--- src/rtl/tftp_pkg.sv ---
// Shared types, codes and defaults of the TFTP client transfer controller.
package tftp_pkg;

  localparam int BLOCK_BYTES_DEF    = 512;
  localparam int BLOCK_NUM_BITS_DEF = 16;

  localparam int FILE_LEN_W = 25;
  localparam int BLK_W      = 16;
  localparam int DLEN_W     = 10;
  localparam int OP_W       = 16;
  localparam int ECODE_W    = 16;
  localparam int TICK_W     = 32;
  localparam int TRY_W      = 4;
  localparam int ADDR_W     = 4;
  localparam int DATA_W     = 32;

  // Event codes on the cmd field.
  localparam logic [1:0] CMD_START = 2'd0;
  localparam logic [1:0] CMD_PKT   = 2'd1;
  localparam logic [1:0] CMD_TICK  = 2'd2;

  // Received opcodes.
  localparam logic [OP_W-1:0] OP_DATA  = 16'd3;
  localparam logic [OP_W-1:0] OP_ACK   = 16'd4;
  localparam logic [OP_W-1:0] OP_ERROR = 16'd5;

  // What to send.
  localparam logic [1:0] KIND_NONE = 2'd0;
  localparam logic [1:0] KIND_REQ  = 2'd1;
  localparam logic [1:0] KIND_ACK  = 2'd2;
  localparam logic [1:0] KIND_DATA = 2'd3;

  // Session end status.
  localparam logic [1:0] STAT_NONE  = 2'd0;
  localparam logic [1:0] STAT_DONE  = 2'd1;
  localparam logic [1:0] STAT_PEER  = 2'd2;
  localparam logic [1:0] STAT_RETRY = 2'd3;

  // Register indexes (word address bits of paddr).
  localparam logic [1:0] REG_MODE    = 2'd0;
  localparam logic [1:0] REG_RETRY   = 2'd1;
  localparam logic [1:0] REG_TIMEOUT = 2'd2;
  localparam logic [1:0] REG_FILELEN = 2'd3;

  typedef enum logic [1:0] {
    PH_IDLE,
    PH_READ,
    PH_WREQ,
    PH_WDATA
  } phase_t;

  typedef struct packed {
    logic [1:0]         send_kind;
    logic [BLK_W-1:0]   send_block;
    logic [DLEN_W-1:0]  send_length;
    logic               store_payload;
    logic [1:0]         status;
    logic [ECODE_W-1:0] peer_error;
  } res_t;

endpackage

--- src/rtl/tftp_blk_len.sv ---
// Payload length of a write-mode block, derived from the file length.
module tftp_blk_len
  import tftp_pkg::*;
#(
  parameter int BLOCK_BYTES    = BLOCK_BYTES_DEF,
  parameter int BLOCK_NUM_BITS = BLOCK_NUM_BITS_DEF
) (
  input  logic [BLOCK_NUM_BITS-1:0]          blk,
  input  logic [FILE_LEN_W-1:0]              file_length,
  output logic [$clog2(BLOCK_BYTES+1)-1:0]   len
);

  localparam int LEN_W = $clog2(BLOCK_BYTES + 1);
  localparam int OFF_W = BLOCK_NUM_BITS + LEN_W;
  localparam int CMP_W = (OFF_W > FILE_LEN_W) ? OFF_W : FILE_LEN_W;
  localparam logic [OFF_W-1:0] BYTES_OFF = OFF_W'(BLOCK_BYTES);
  localparam logic [CMP_W-1:0] BYTES_CMP = CMP_W'(BLOCK_BYTES);

  logic [BLOCK_NUM_BITS-1:0] blk_m1;
  logic [OFF_W-1:0]          off;
  logic [CMP_W-1:0]          off_x;
  logic [CMP_W-1:0]          fl_x;
  logic [CMP_W-1:0]          rem;

  // Block zero is treated as block one.
  assign blk_m1 = (blk == '0) ? '0 : blk - BLOCK_NUM_BITS'(1);
  assign off    = OFF_W'(blk_m1) * BYTES_OFF;
  assign off_x  = CMP_W'(off);
  assign fl_x   = CMP_W'(file_length);
  assign rem    = fl_x - off_x;

  always_comb begin
    if (off_x >= fl_x) begin
      len = '0;
    end else if (rem > BYTES_CMP) begin
      len = LEN_W'(BLOCK_BYTES);
    end else begin
      len = LEN_W'(rem);
    end
  end

endmodule

--- src/rtl/tftp_client_transfer_fsm.sv ---
// Top level of the stop-and-wait TFTP client transfer controller.
//
// This block is the control side of a TFTP client. Each input beat is one
// event: a start command, a parsed received packet, or one timer tick. Each
// event yields exactly one result beat telling the packet layer what to send
// (request, ack or data block with its length), whether the received payload
// must be stored, and, on the beat that ends a session, the final status.
// An event is registered on acceptance, decoded by short logic against the
// session state, and the result lands in an output register; the input
// register moves an event on only when the result register is empty or its
// result is being taken. One event is taken every cycle as long as the result
// side keeps up; the only limit on rate is the single output register, which
// holds a result while out_stall is high.
// Configuration goes through the APB-style port and is expected to change
// only while no session event is in flight. There is no clearing pass after
// reset; the block accepts events from the first cycle out of reset.
module tftp_client_transfer_fsm
  import tftp_pkg::*;
#(
  parameter int BLOCK_BYTES    = BLOCK_BYTES_DEF,
  parameter int BLOCK_NUM_BITS = BLOCK_NUM_BITS_DEF
) (
  input  logic                clk,
  input  logic                rst,
  // Configuration port.
  input  logic                psel,
  input  logic                penable,
  input  logic                pwrite,
  input  logic [ADDR_W-1:0]   paddr,
  input  logic [DATA_W-1:0]   pwdata,
  output logic [DATA_W-1:0]   prdata,
  output logic                pready,
  // Event channel.
  input  logic                in_valid,
  output logic                in_stall,
  input  logic [1:0]          cmd,
  input  logic [OP_W-1:0]     pkt_opcode,
  input  logic [BLK_W-1:0]    pkt_block,
  input  logic [DLEN_W-1:0]   pkt_data_len,
  input  logic [ECODE_W-1:0]  pkt_error_code,
  // Result channel.
  output logic                out_valid,
  input  logic                out_stall,
  output logic [1:0]          send_kind,
  output logic [BLK_W-1:0]    send_block,
  output logic [DLEN_W-1:0]   send_length,
  output logic                store_payload,
  output logic [1:0]          status,
  output logic [ECODE_W-1:0]  peer_error
);

  localparam int BNB   = BLOCK_NUM_BITS;
  localparam int LEN_W = $clog2(BLOCK_BYTES + 1);

  // Configuration registers.
  logic                  transfer_mode;
  logic [TRY_W-1:0]      retry_limit;
  logic [TICK_W-1:0]     timeout_ticks;
  logic [FILE_LEN_W-1:0] file_length;

  logic       cfg_wr;
  logic [1:0] cfg_idx;

  assign pready  = 1'b1;
  assign cfg_wr  = psel && penable && pwrite;
  assign cfg_idx = paddr[ADDR_W-1:2];

  always_ff @(posedge clk) begin
    if (rst) begin
      transfer_mode <= 1'b0;
      retry_limit   <= TRY_W'(5);
      timeout_ticks <= TICK_W'(1000000);
      file_length   <= '0;
    end else if (cfg_wr) begin
      unique case (cfg_idx)
        REG_MODE:    transfer_mode <= pwdata[0];
        REG_RETRY:   retry_limit   <= pwdata[TRY_W-1:0];
        REG_TIMEOUT: timeout_ticks <= pwdata[TICK_W-1:0];
        REG_FILELEN: file_length   <= pwdata[FILE_LEN_W-1:0];
        default:     ;
      endcase
    end
  end

  always_comb begin
    unique case (cfg_idx)
      REG_MODE:    prdata = DATA_W'(transfer_mode);
      REG_RETRY:   prdata = DATA_W'(retry_limit);
      REG_TIMEOUT: prdata = DATA_W'(timeout_ticks);
      REG_FILELEN: prdata = DATA_W'(file_length);
      default:     prdata = '0;
    endcase
  end

  // Input register. It takes a new beat whenever its current one moves on
  // into the result register in the same cycle.
  logic                ir_valid;
  logic [1:0]          ir_cmd;
  logic [OP_W-1:0]     ir_op;
  logic [BLK_W-1:0]    ir_block;
  logic [DLEN_W-1:0]   ir_dlen;
  logic [ECODE_W-1:0]  ir_ecode;
  logic                advance;

  assign advance  = ir_valid && (!out_valid || !out_stall);
  assign in_stall = ir_valid && !advance;

  always_ff @(posedge clk) begin
    if (rst) begin
      ir_valid <= 1'b0;
    end else if (!in_stall) begin
      ir_valid <= in_valid;
    end
  end

  always_ff @(posedge clk) begin
    if (in_valid && !in_stall) begin
      ir_cmd   <= cmd;
      ir_op    <= pkt_opcode;
      ir_block <= pkt_block;
      ir_dlen  <= pkt_data_len;
      ir_ecode <= pkt_error_code;
    end
  end

  // Session state.
  phase_t                phase, phase_next;
  logic [BNB-1:0]        block_count, block_count_next;
  logic [TRY_W-1:0]      tries_used, tries_used_next;
  logic [TICK_W-1:0]     tick_count, tick_count_next;
  logic                  peer_answered, peer_answered_next;
  logic [DLEN_W-1:0]     last_sent_length, last_sent_length_next;

  // Event decode.
  logic           active;
  logic           ev_start, ev_tick, ev_pkt, ev_err;
  logic           tick_expire, limit_hit;
  logic           rd_data, rd_new, rd_short;
  logic           wr_ack, ack_match;
  logic [BNB-1:0] rx_blk;
  logic [BNB-1:0] next_blk;
  logic [LEN_W-1:0] next_len;
  logic [LEN_W-1:0] cur_len;
  logic           cur_full;
  logic [TRY_W-1:0] eff_limit;
  logic [TICK_W-1:0] eff_timeout;

  assign active      = (phase != PH_IDLE);
  assign ev_start    = (ir_cmd == CMD_START);
  assign ev_tick     = (ir_cmd == CMD_TICK) && active;
  assign ev_pkt      = (ir_cmd == CMD_PKT) && active;
  assign ev_err      = ev_pkt && (ir_op == OP_ERROR);
  assign eff_timeout = (timeout_ticks == '0) ? TICK_W'(1) : timeout_ticks;
  assign tick_expire = ({1'b0, tick_count} + (TICK_W+1)'(1)) >= {1'b0, eff_timeout};
  assign eff_limit   = (retry_limit == '0) ? TRY_W'(1) : retry_limit;
  assign limit_hit   = (tries_used >= eff_limit);
  assign rx_blk      = ir_block[BNB-1:0];
  assign rd_data     = ev_pkt && (phase == PH_READ) && (ir_op == OP_DATA);
  assign rd_new      = (rx_blk > block_count);
  assign rd_short    = (32'(ir_dlen) != 32'(BLOCK_BYTES));
  assign wr_ack      = ev_pkt && (phase != PH_READ) && (ir_op == OP_ACK);
  assign ack_match   = (rx_blk == block_count);
  // The block that a data send would carry next: block one after the ACK of
  // the request, otherwise the one after the current block.
  assign next_blk    = (phase == PH_WREQ) ? BNB'(1) : block_count + BNB'(1);
  // A current block shorter than a full one is the last of the file; its
  // length follows the file length as it stands now.
  assign cur_full    = (32'(cur_len) == 32'(BLOCK_BYTES));

  tftp_blk_len #(
    .BLOCK_BYTES    (BLOCK_BYTES),
    .BLOCK_NUM_BITS (BLOCK_NUM_BITS)
  ) u_blk_len (
    .blk         (next_blk),
    .file_length (file_length),
    .len         (next_len)
  );

  tftp_blk_len #(
    .BLOCK_BYTES    (BLOCK_BYTES),
    .BLOCK_NUM_BITS (BLOCK_NUM_BITS)
  ) u_cur_len (
    .blk         (block_count),
    .file_length (file_length),
    .len         (cur_len)
  );

  // Next session state.
  always_comb begin
    phase_next            = phase;
    block_count_next      = block_count;
    tries_used_next       = tries_used;
    tick_count_next       = tick_count;
    peer_answered_next    = peer_answered;
    last_sent_length_next = last_sent_length;
    priority if (ev_start) begin
      phase_next            = transfer_mode ? PH_WREQ : PH_READ;
      block_count_next      = '0;
      tries_used_next       = TRY_W'(1);
      tick_count_next       = '0;
      peer_answered_next    = 1'b0;
      last_sent_length_next = '0;
    end else if (ev_tick) begin
      if (!tick_expire) begin
        tick_count_next = tick_count + TICK_W'(1);
      end else begin
        tick_count_next = '0;
        if (limit_hit) begin
          phase_next = PH_IDLE;
        end else begin
          tries_used_next = tries_used + TRY_W'(1);
        end
      end
    end else if (ev_err) begin
      phase_next = PH_IDLE;
    end else if (rd_data) begin
      peer_answered_next = 1'b1;
      if (rd_new) begin
        block_count_next = rx_blk;
        tries_used_next  = TRY_W'(1);
        tick_count_next  = '0;
        if (rd_short) begin
          phase_next = PH_IDLE;
        end
      end else if (limit_hit) begin
        phase_next = PH_IDLE;
      end else begin
        tries_used_next = tries_used + TRY_W'(1);
        tick_count_next = '0;
      end
    end else if (wr_ack && (phase == PH_WREQ)) begin
      if (rx_blk == '0) begin
        phase_next            = PH_WDATA;
        block_count_next      = next_blk;
        tries_used_next       = TRY_W'(1);
        tick_count_next       = '0;
        last_sent_length_next = DLEN_W'(next_len);
      end
    end else if (wr_ack) begin
      if (!ack_match) begin
        tries_used_next = TRY_W'(1);
      end else if (!cur_full) begin
        phase_next = PH_IDLE;
      end else begin
        block_count_next      = next_blk;
        tries_used_next       = TRY_W'(1);
        tick_count_next       = '0;
        last_sent_length_next = DLEN_W'(next_len);
      end
    end
  end

  // Result of the current event.
  res_t res;

  always_comb begin
    res = '0;
    priority if (ev_start) begin
      res.send_kind = KIND_REQ;
    end else if (ev_tick) begin
      if (tick_expire) begin
        if (limit_hit) begin
          res.status = STAT_RETRY;
        end else if ((phase == PH_WREQ) || ((phase == PH_READ) && !peer_answered)) begin
          res.send_kind = KIND_REQ;
        end else if (phase == PH_READ) begin
          res.send_kind  = KIND_ACK;
          res.send_block = BLK_W'(block_count);
        end else begin
          res.send_kind   = KIND_DATA;
          res.send_block  = BLK_W'(block_count);
          res.send_length = last_sent_length;
        end
      end
    end else if (ev_err) begin
      res.status     = STAT_PEER;
      res.peer_error = ir_ecode;
    end else if (rd_data) begin
      if (rd_new) begin
        res.store_payload = 1'b1;
        res.send_kind     = KIND_ACK;
        res.send_block    = BLK_W'(rx_blk);
        if (rd_short) begin
          res.status = STAT_DONE;
        end
      end else if (limit_hit) begin
        res.status = STAT_RETRY;
      end else begin
        res.send_kind  = KIND_ACK;
        res.send_block = BLK_W'(block_count);
      end
    end else if (wr_ack && (phase == PH_WREQ)) begin
      if (rx_blk == '0) begin
        res.send_kind   = KIND_DATA;
        res.send_block  = BLK_W'(next_blk);
        res.send_length = DLEN_W'(next_len);
      end
    end else if (wr_ack && ack_match) begin
      if (!cur_full) begin
        res.status = STAT_DONE;
      end else begin
        res.send_kind   = KIND_DATA;
        res.send_block  = BLK_W'(next_blk);
        res.send_length = DLEN_W'(next_len);
      end
    end
  end

  // State only moves when the event moves into the result register.
  always_ff @(posedge clk) begin
    if (rst) begin
      phase            <= PH_IDLE;
      block_count      <= '0;
      tries_used       <= '0;
      tick_count       <= '0;
      peer_answered    <= 1'b0;
      last_sent_length <= '0;
    end else if (advance) begin
      phase            <= phase_next;
      block_count      <= block_count_next;
      tries_used       <= tries_used_next;
      tick_count       <= tick_count_next;
      peer_answered    <= peer_answered_next;
      last_sent_length <= last_sent_length_next;
    end
  end

  // Result register.
  res_t out_res;

  always_ff @(posedge clk) begin
    if (rst) begin
      out_valid <= 1'b0;
    end else if (advance) begin
      out_valid <= 1'b1;
    end else if (!out_stall) begin
      out_valid <= 1'b0;
    end
  end

  always_ff @(posedge clk) begin
    if (advance) begin
      out_res <= res;
    end
  end

  assign send_kind     = out_res.send_kind;
  assign send_block    = out_res.send_block;
  assign send_length   = out_res.send_length;
  assign store_payload = out_res.store_payload;
  assign status        = out_res.status;
  assign peer_error    = out_res.peer_error;

endmodule

--- config.mk ---
export PLATFORM = sky130hd
export DESIGN_NAME = tftp_client_transfer_fsm
export DESIGN_NICKNAME = d
export VERILOG_FILES = /design/src/rtl/tftp_pkg.sv /design/src/rtl/tftp_blk_len.sv /design/src/rtl/tftp_client_transfer_fsm.sv
export SDC_FILE = /design/constraint.sdc
export NUM_CORES = 1
export LEC_CHECK = 0
export BUFFER_PORTS_ARGS = -buffer_cell sky130_fd_sc_hd__buf_2
export CAP_MARGIN = 30
export CORE_UTILIZATION = 59
export DETAILED_ROUTE_END_ITERATION = 16
export GPL_ROUTABILITY_DRIVEN = 0
export PLACE_DENSITY = 0.79
export SKIP_CTS_REPAIR_TIMING = 1
export SYNTH_ARGS = -nofsm -noshare
export SYNTH_HDL_FRONTEND = slang
export SYNTH_SLANG_ARGS = --single-unit
--- constraint.sdc ---
create_clock -name clk -period 5.7 [get_ports clk]
set_input_delay 1.14 -clock clk [delete_from_list [all_inputs] [get_ports clk]]
set_output_delay 1.14 -clock clk [all_outputs]
set_load 0.005 [all_outputs]
Word level (Yosys, flattened, before mapping)
Index checks and enable logic that the tools add are counted.

storage, ports and cells
  flip-flop bits (word level) = 236
  output and inout port bits = 82

operators by class
  add/sub/neg operators = 8
  order comparisons = 7
  equality and inequality tests = 29
  muxes and demuxes = 101
  bitwise gates (word level) = 2
  reductions and logical operators = 54

operator list
  operator                                                                 count
  32-bit two-way mux                                                       13
  16-bit two-way mux                                                       13
  28-bit two-way mux                                                       7
  10-bit two-way mux                                                       15
  32-bit one-hot mux with 4 select lines                                   1
  18-bit two-way mux                                                       3
  26-bit by 10-bit > comparator with 1-bit output, second input constant   2
  4-bit two-way mux                                                        13
  25-bit by 25-bit subtractor with 26-bit output                           2
  25-bit >= comparator                                                     2
  16-bit logical NOT                                                       3
  2-bit two-way mux                                                        21
  32-bit by 1-bit adder with 33-bit output, second input constant          1
  33-bit by 32-bit >= comparator with 1-bit output                         1
  32-bit by 1-bit adder with 32-bit output, second input constant          1
  16-bit by 3-bit equality test with 1-bit output, second input constant   2
  32-bit logical NOT                                                       1
  16-bit by 1-bit subtractor with 16-bit output, second input constant     2
  29-bit two-way mux                                                       1
  26-bit two-way mux                                                       1
  6-bit by 5-bit inequality test with 1-bit output, second input constant  3
  17-bit two-way mux                                                       1
  16-bit by 1-bit adder with 16-bit output, second input constant          1
  16-bit equality test                                                     1
  34 further kinds                                                         90

Depth between registers and ports, before layout
  depth after elaboration = 16
  depth in mapped cells = 24
  gate-level depth less buffers = 23

Hierarchy
Synthesis repeated with hierarchy kept, for this count alone.

second synthesis, totals
  cell total of the unflattened synthesis = 1699
  area total of the unflattened synthesis = 15048.2 um^2

modules (own cells, without submodules)
  module                    times used  cells an instance  area each (um^2)
  tftp_client_transfer_fsm  1           1287               12175.4
  tftp_blk_len (u_cur_len)  1           215                1532.7
  tftp_blk_len (u_blk_len)  1           197                1340.0

Worst setup path before layout
OpenSTA, ideal clock, no wires.

  path type = input-to-reg
  from = input out_stall
  to = register block_count[10]
  setup time = 134 ps
  arrival = 4931 ps
  required time = 5566 ps
  slack = 635 ps
  cell stages on the path = 7
  path buffers = 2
  cells stage by stage = a21boi_1 > nand3_1 > a21oi_1 > and2_1 > clkbuf_1 > buf_4 > a211oi_1

on the way
  longest elaborated chain between the ends = 4

RTL lines
  element                        RTL line                         RTL
  start: declaration             tftp_client_transfer_fsm.sv:43   input logic out_stall,
  1-bit logical NOT              -
  1-bit logical OR               tftp_client_transfer_fsm.sv:105  assign advance = ir_valid && (!out_valid || !out_stall);
  1-bit logical AND              tftp_client_transfer_fsm.sv:105
  8-bit AND reduction (no line)  -
  end signal: assignment         tftp_client_transfer_fsm.sv:320  block_count <= block_count_next;
  end: declaration               tftp_client_transfer_fsm.sv:128  logic [BNB-1:0] block_count, block_count_next;

No other way between the ends.
A chain may end at the register's enable or synchronous reset.

Worst setup path after layout
  from = register block_count[2]
  to = register out_res, in the netlist send_length[2] (data pin)

on the way
  longest elaborated chain between the ends = 14
  elaborated cells on any way between the ends = 28
  those cells by class = add/sub: 5; order compare: 4; eq/ne: 2; mux: 14; reduce/logical: 3

RTL lines
  element                                                                              RTL line                         RTL
  16-bit by 1-bit adder with 16-bit output                                             tftp_client_transfer_fsm.sv:165  assign next_blk = (phase == PH_WREQ) ? BNB'(1) : block_count + BNB'(1);
  16-bit two-way mux                                                                   tftp_client_transfer_fsm.sv:165
  16-bit by 1-bit subtractor with 16-bit output or 16-bit logical NOT (tied branches)  tftp_blk_len.sv:26               assign blk_m1 = (blk == '0) ? '0 : blk - BLOCK_NUM_BITS'(1);
  16-bit two-way mux                                                                   tftp_blk_len.sv:26
  25-bit by 25-bit subtractor with 26-bit output                                       tftp_blk_len.sv:30               assign rem = fl_x - off_x;
  26-bit by 10-bit > comparator with 1-bit output                                      tftp_blk_len.sv:35               end else if (rem > BYTES_CMP) begin
  10-bit two-way mux                                                                   tftp_blk_len.sv:35
  10-bit two-way mux                                                                   tftp_blk_len.sv:33               if (off_x >= fl_x) begin
  28-bit two-way mux                                                                   tftp_client_transfer_fsm.sv:299  if (!cur_full) begin
  28-bit two-way mux                                                                   tftp_client_transfer_fsm.sv:298  end else if (wr_ack && ack_match) begin
  28-bit two-way mux *                                                                 tftp_client_transfer_fsm.sv:292  end else if (wr_ack && (phase == PH_WREQ)) begin
  10-bit two-way mux *                                                                 tftp_client_transfer_fsm.sv:278  end else if (rd_data) begin
  29-bit two-way mux *                                                                 tftp_client_transfer_fsm.sv:275  end else if (ev_err) begin
  28-bit two-way mux *                                                                 tftp_client_transfer_fsm.sv:260  end else if (ev_tick) begin
  end signal: assignment                                                               tftp_client_transfer_fsm.sv:343  out_res <= res;
  end: declaration                                                                     tftp_client_transfer_fsm.sv:329  res_t out_res;

Every way passes the cells marked *; elsewhere a longest branch is shown, timed or not.

==> metrics.cfg <==
[layout]
n_fill_cell = 1844
seqCellArea_um2 = 5797
nets = 2067
syn_to_final_growth_pct = 14.91
layout-drive-gt1-share_pct = 17.21
diodes = 0
utilization_pct = 69.77
multi_input_area_um2 = 8538

[timing]
hold_viol = 0
fin_crit_ns = 5.450
clock_skew_ns = 0.01421
fmax_ghz = 0.1835
setup_viol = 0
min_period_over_period_pct = 95.62
worst_slew_pin_slew_ns = 1.045
drv_slew = 0
maxSlewHeadroom_pct = 30.32
rsz0062_at_grt = true
tns_ns = 0

[power_and_ir_drop]
total_power_mw = 4.418
ir_drop_mv = 0.2918
power.density_nw_per_um2 = 257.3
leakage_nw = 6.936

[drt]
routedWlPerCell_um = 19.05
drt_first_iter_violations = 1476
ant_nets = 0
wl_um = 42150
routed_via_density = 6.287
firstDrtPassIters = 6
vias = 13910
drc = 0

[cts]
cts-root-buf = clkbuf_16
cts_buffers = 27
clk_path_buf_depth = 3
cts_htree_levels = 1
clk_latency_ns = 0.54
clock-sinks = 236
path_clk_slew_ns = 0.06
cts_tree = done

[setup_path]
worstPathArrival_ns = 5.86
end_kind = flip-flop
cp_max_fo = 9
cp.required_ns = 6.11
start_kind = flip-flop
crit_type = flip-flop to flip-flop

[placed_design]
io_buffers = 181
hpwl_um = 31230

[die]
die_h_um = 161.1
design.core.area_um2 = 24600
die_area_um2 = 25960
rows = 57
die_w_um = 161.1
io_pins = 185
start_util_pct = 60.72

[status]
status = finished, final reports clean

[grt]
use_met1_pct = 41.77
grt_start_max_net_pins = 62
grtUsageMet3_pct = 8.320
grt_overflow_total = 0
grt_use_met2_pct = 50.04
grt_pass1_wl_um = 66440
grt_pass1_vias = 13030
grtUsageTotal_pct = 31.90
antenna_found_initial = 0
busiest_layer = met2

[yosys]
yosysUniqueCellTypes = 101
synth_area_um2 = 14940
synth_top_area_share_pct = 21.51
syn_inst = 1706
ys_ff_latch = 236
synth_edf_count = 107
yosysWarnings = 0
post-synth-top-count-cell = nand2_1
synth_ff_type = dfxtp_1
yosys.area.top_type = edfxtp_1
ys_top_cells_by_count = nand2_1, a21oi_1, dfxtp_1
avgSynthCellArea_um2 = 8.758
synth_seq_area_share_pct = 38.79
synth_area_leaders = edfxtp_1, dfxtp_1, ha_1
async_flop_share_pct = 0
synth_nets = 1904

[min_path]
hold_class = flip-flop to flip-flop

[job]
drv_cap = 0

## report_power, final
| part | internal (mW) | leakage [nW] | switching, mW |
|---|---|---|---|
| sequential | 1.82 | 2.07 | 0.0349 |
| clock | 1.08 | 0.451 | 0.707 |
| combinational | 0.306 | 4.41 | 0.473 |
| total | 3.20 | 6.94 | 1.21 |
## logic make-up after synthesis
logic type | count (synthesis) | share of synthesized area, %
AOI/OAI and AO/OA | 419 | 18.83
xor gates and xnor gates | 71 | 4.162
adders and majority gates | 95 | 8.056
buffers and inverters | 161 | 4.355
DFF | 236 | 38.79
muxes | 43 | 3.015
other | 1 | 0.02510
and+or+nand+nor | 680 | 22.77
## stage by stage
step           worst slack, ns  std cells  cell area (um2)  hold WS [ns]
2_1_floorplan           0.6352       1706            14940        0.4377
5_1_grt               -0.02362       2212            17170        0.4875
3_5_place_dp            0.2157       2163            16210        0.4520
3_3_place_gp            0.2546       2161            16170        0.4444
4_1_cts                 0.1426       2211            17140        0.4631
6_report                0.2496       2212            17170        0.4623
## layout by cell type, fill, tap and decap left out, types with 6 or more instances in the layout
cell,netlist,layout
and4_1,7,7
nor4_1,35,34
o21ai_0,43,42
o21a_1,15,15
buf_4,4,32
mux2_2,6,6
and2_1,35,35
buf_2,4,180
o21ai_2,8,8
nor2b_1,33,32
or3_1,7,7
xor2_1,21,21
edfxtp_1,107,107
o31ai_1,8,8
nand3_1,68,67
nor2_1,79,78
mux2i_1,36,36
a2bb2oi_1,7,7
ha_1,93,93
nand2b_1,9,9
nand2_1,274,274
clkbuf_16,0,28
or2_2,8,8
dfxtp_1,129,128
a21o_1,22,22
xnor2_1,50,50
nor3_1,31,31
a31oi_1,14,14
inv_1,77,77
a21oi_1,167,166
a211oi_1,20,20
a2bb2oi_2,10,10
or4_1,6,6
o22ai_1,7,7
o211ai_1,17,17
a22o_1,14,14
and3_1,16,15
nand4_1,32,32
## critical path, stage by stage, from the launching register on
cell and delay, ns:
dfxtp_1 0.50, and3_1 0.32, nand4_1 0.24, xnor2_1 0.20
or2_2 0.30, nand3_1 0.11, and3b_1 0.21, and3_1 0.24
a31oi_1 0.31, ha_1 0.24, inv_1 0.06, fa_1 0.41
xor2_1 0.19, nor4b_1 0.27, or4bb_1 0.47, a2111oi_0 0.37
nand4b_1 0.15, nor3_1 0.19, and3_2 0.36, a22o_1 0.16
## layout make-up
cell class	instances	area share, %
multi-input combinational	1309	49.73
sequential	236	33.77
timing repair buffer	215	7.011
clock buffer	34	4.387
tap	324	2.361
inverter	80	1.749
clock inverter	14	0.9912
## flip-flops by register name (all words and copies together) (netlist names), 16 cells and up
| name | cells |
|---|---|
| file_length | 25 |
| timeout_ticks | 32 |
| ir_ecode | 16 |
| tick_count | 32 |
| peer_error | 16 |
| block_count | 16 |
| ir_op | 16 |
| send_block | 16 |
| ir_block | 16 |
## worst paths after layout
check | startpoint | to | slack (ns) | depth (start not counted)
worst max-delay path | block_count[2] | send_length[2] | 0.25 | 19
worst min-delay path | last_sent_length[2] | last_sent_length[2] | 0.46 | 2
worst max register to register | block_count[2] | send_length[2] | 0.25 | 19
worst min register to register | last_sent_length[2] | last_sent_length[2] | 0.46 | 2
## layer usage
layer / share of wire [%] / wire length (um)
met1: 40 / 17030
met3: 11 / 4731
met2: 44 / 18690
met5: 0.16 / 69
met4: 3.9 / 1626
No activity file was read; power rests on OpenSTA's default activity.
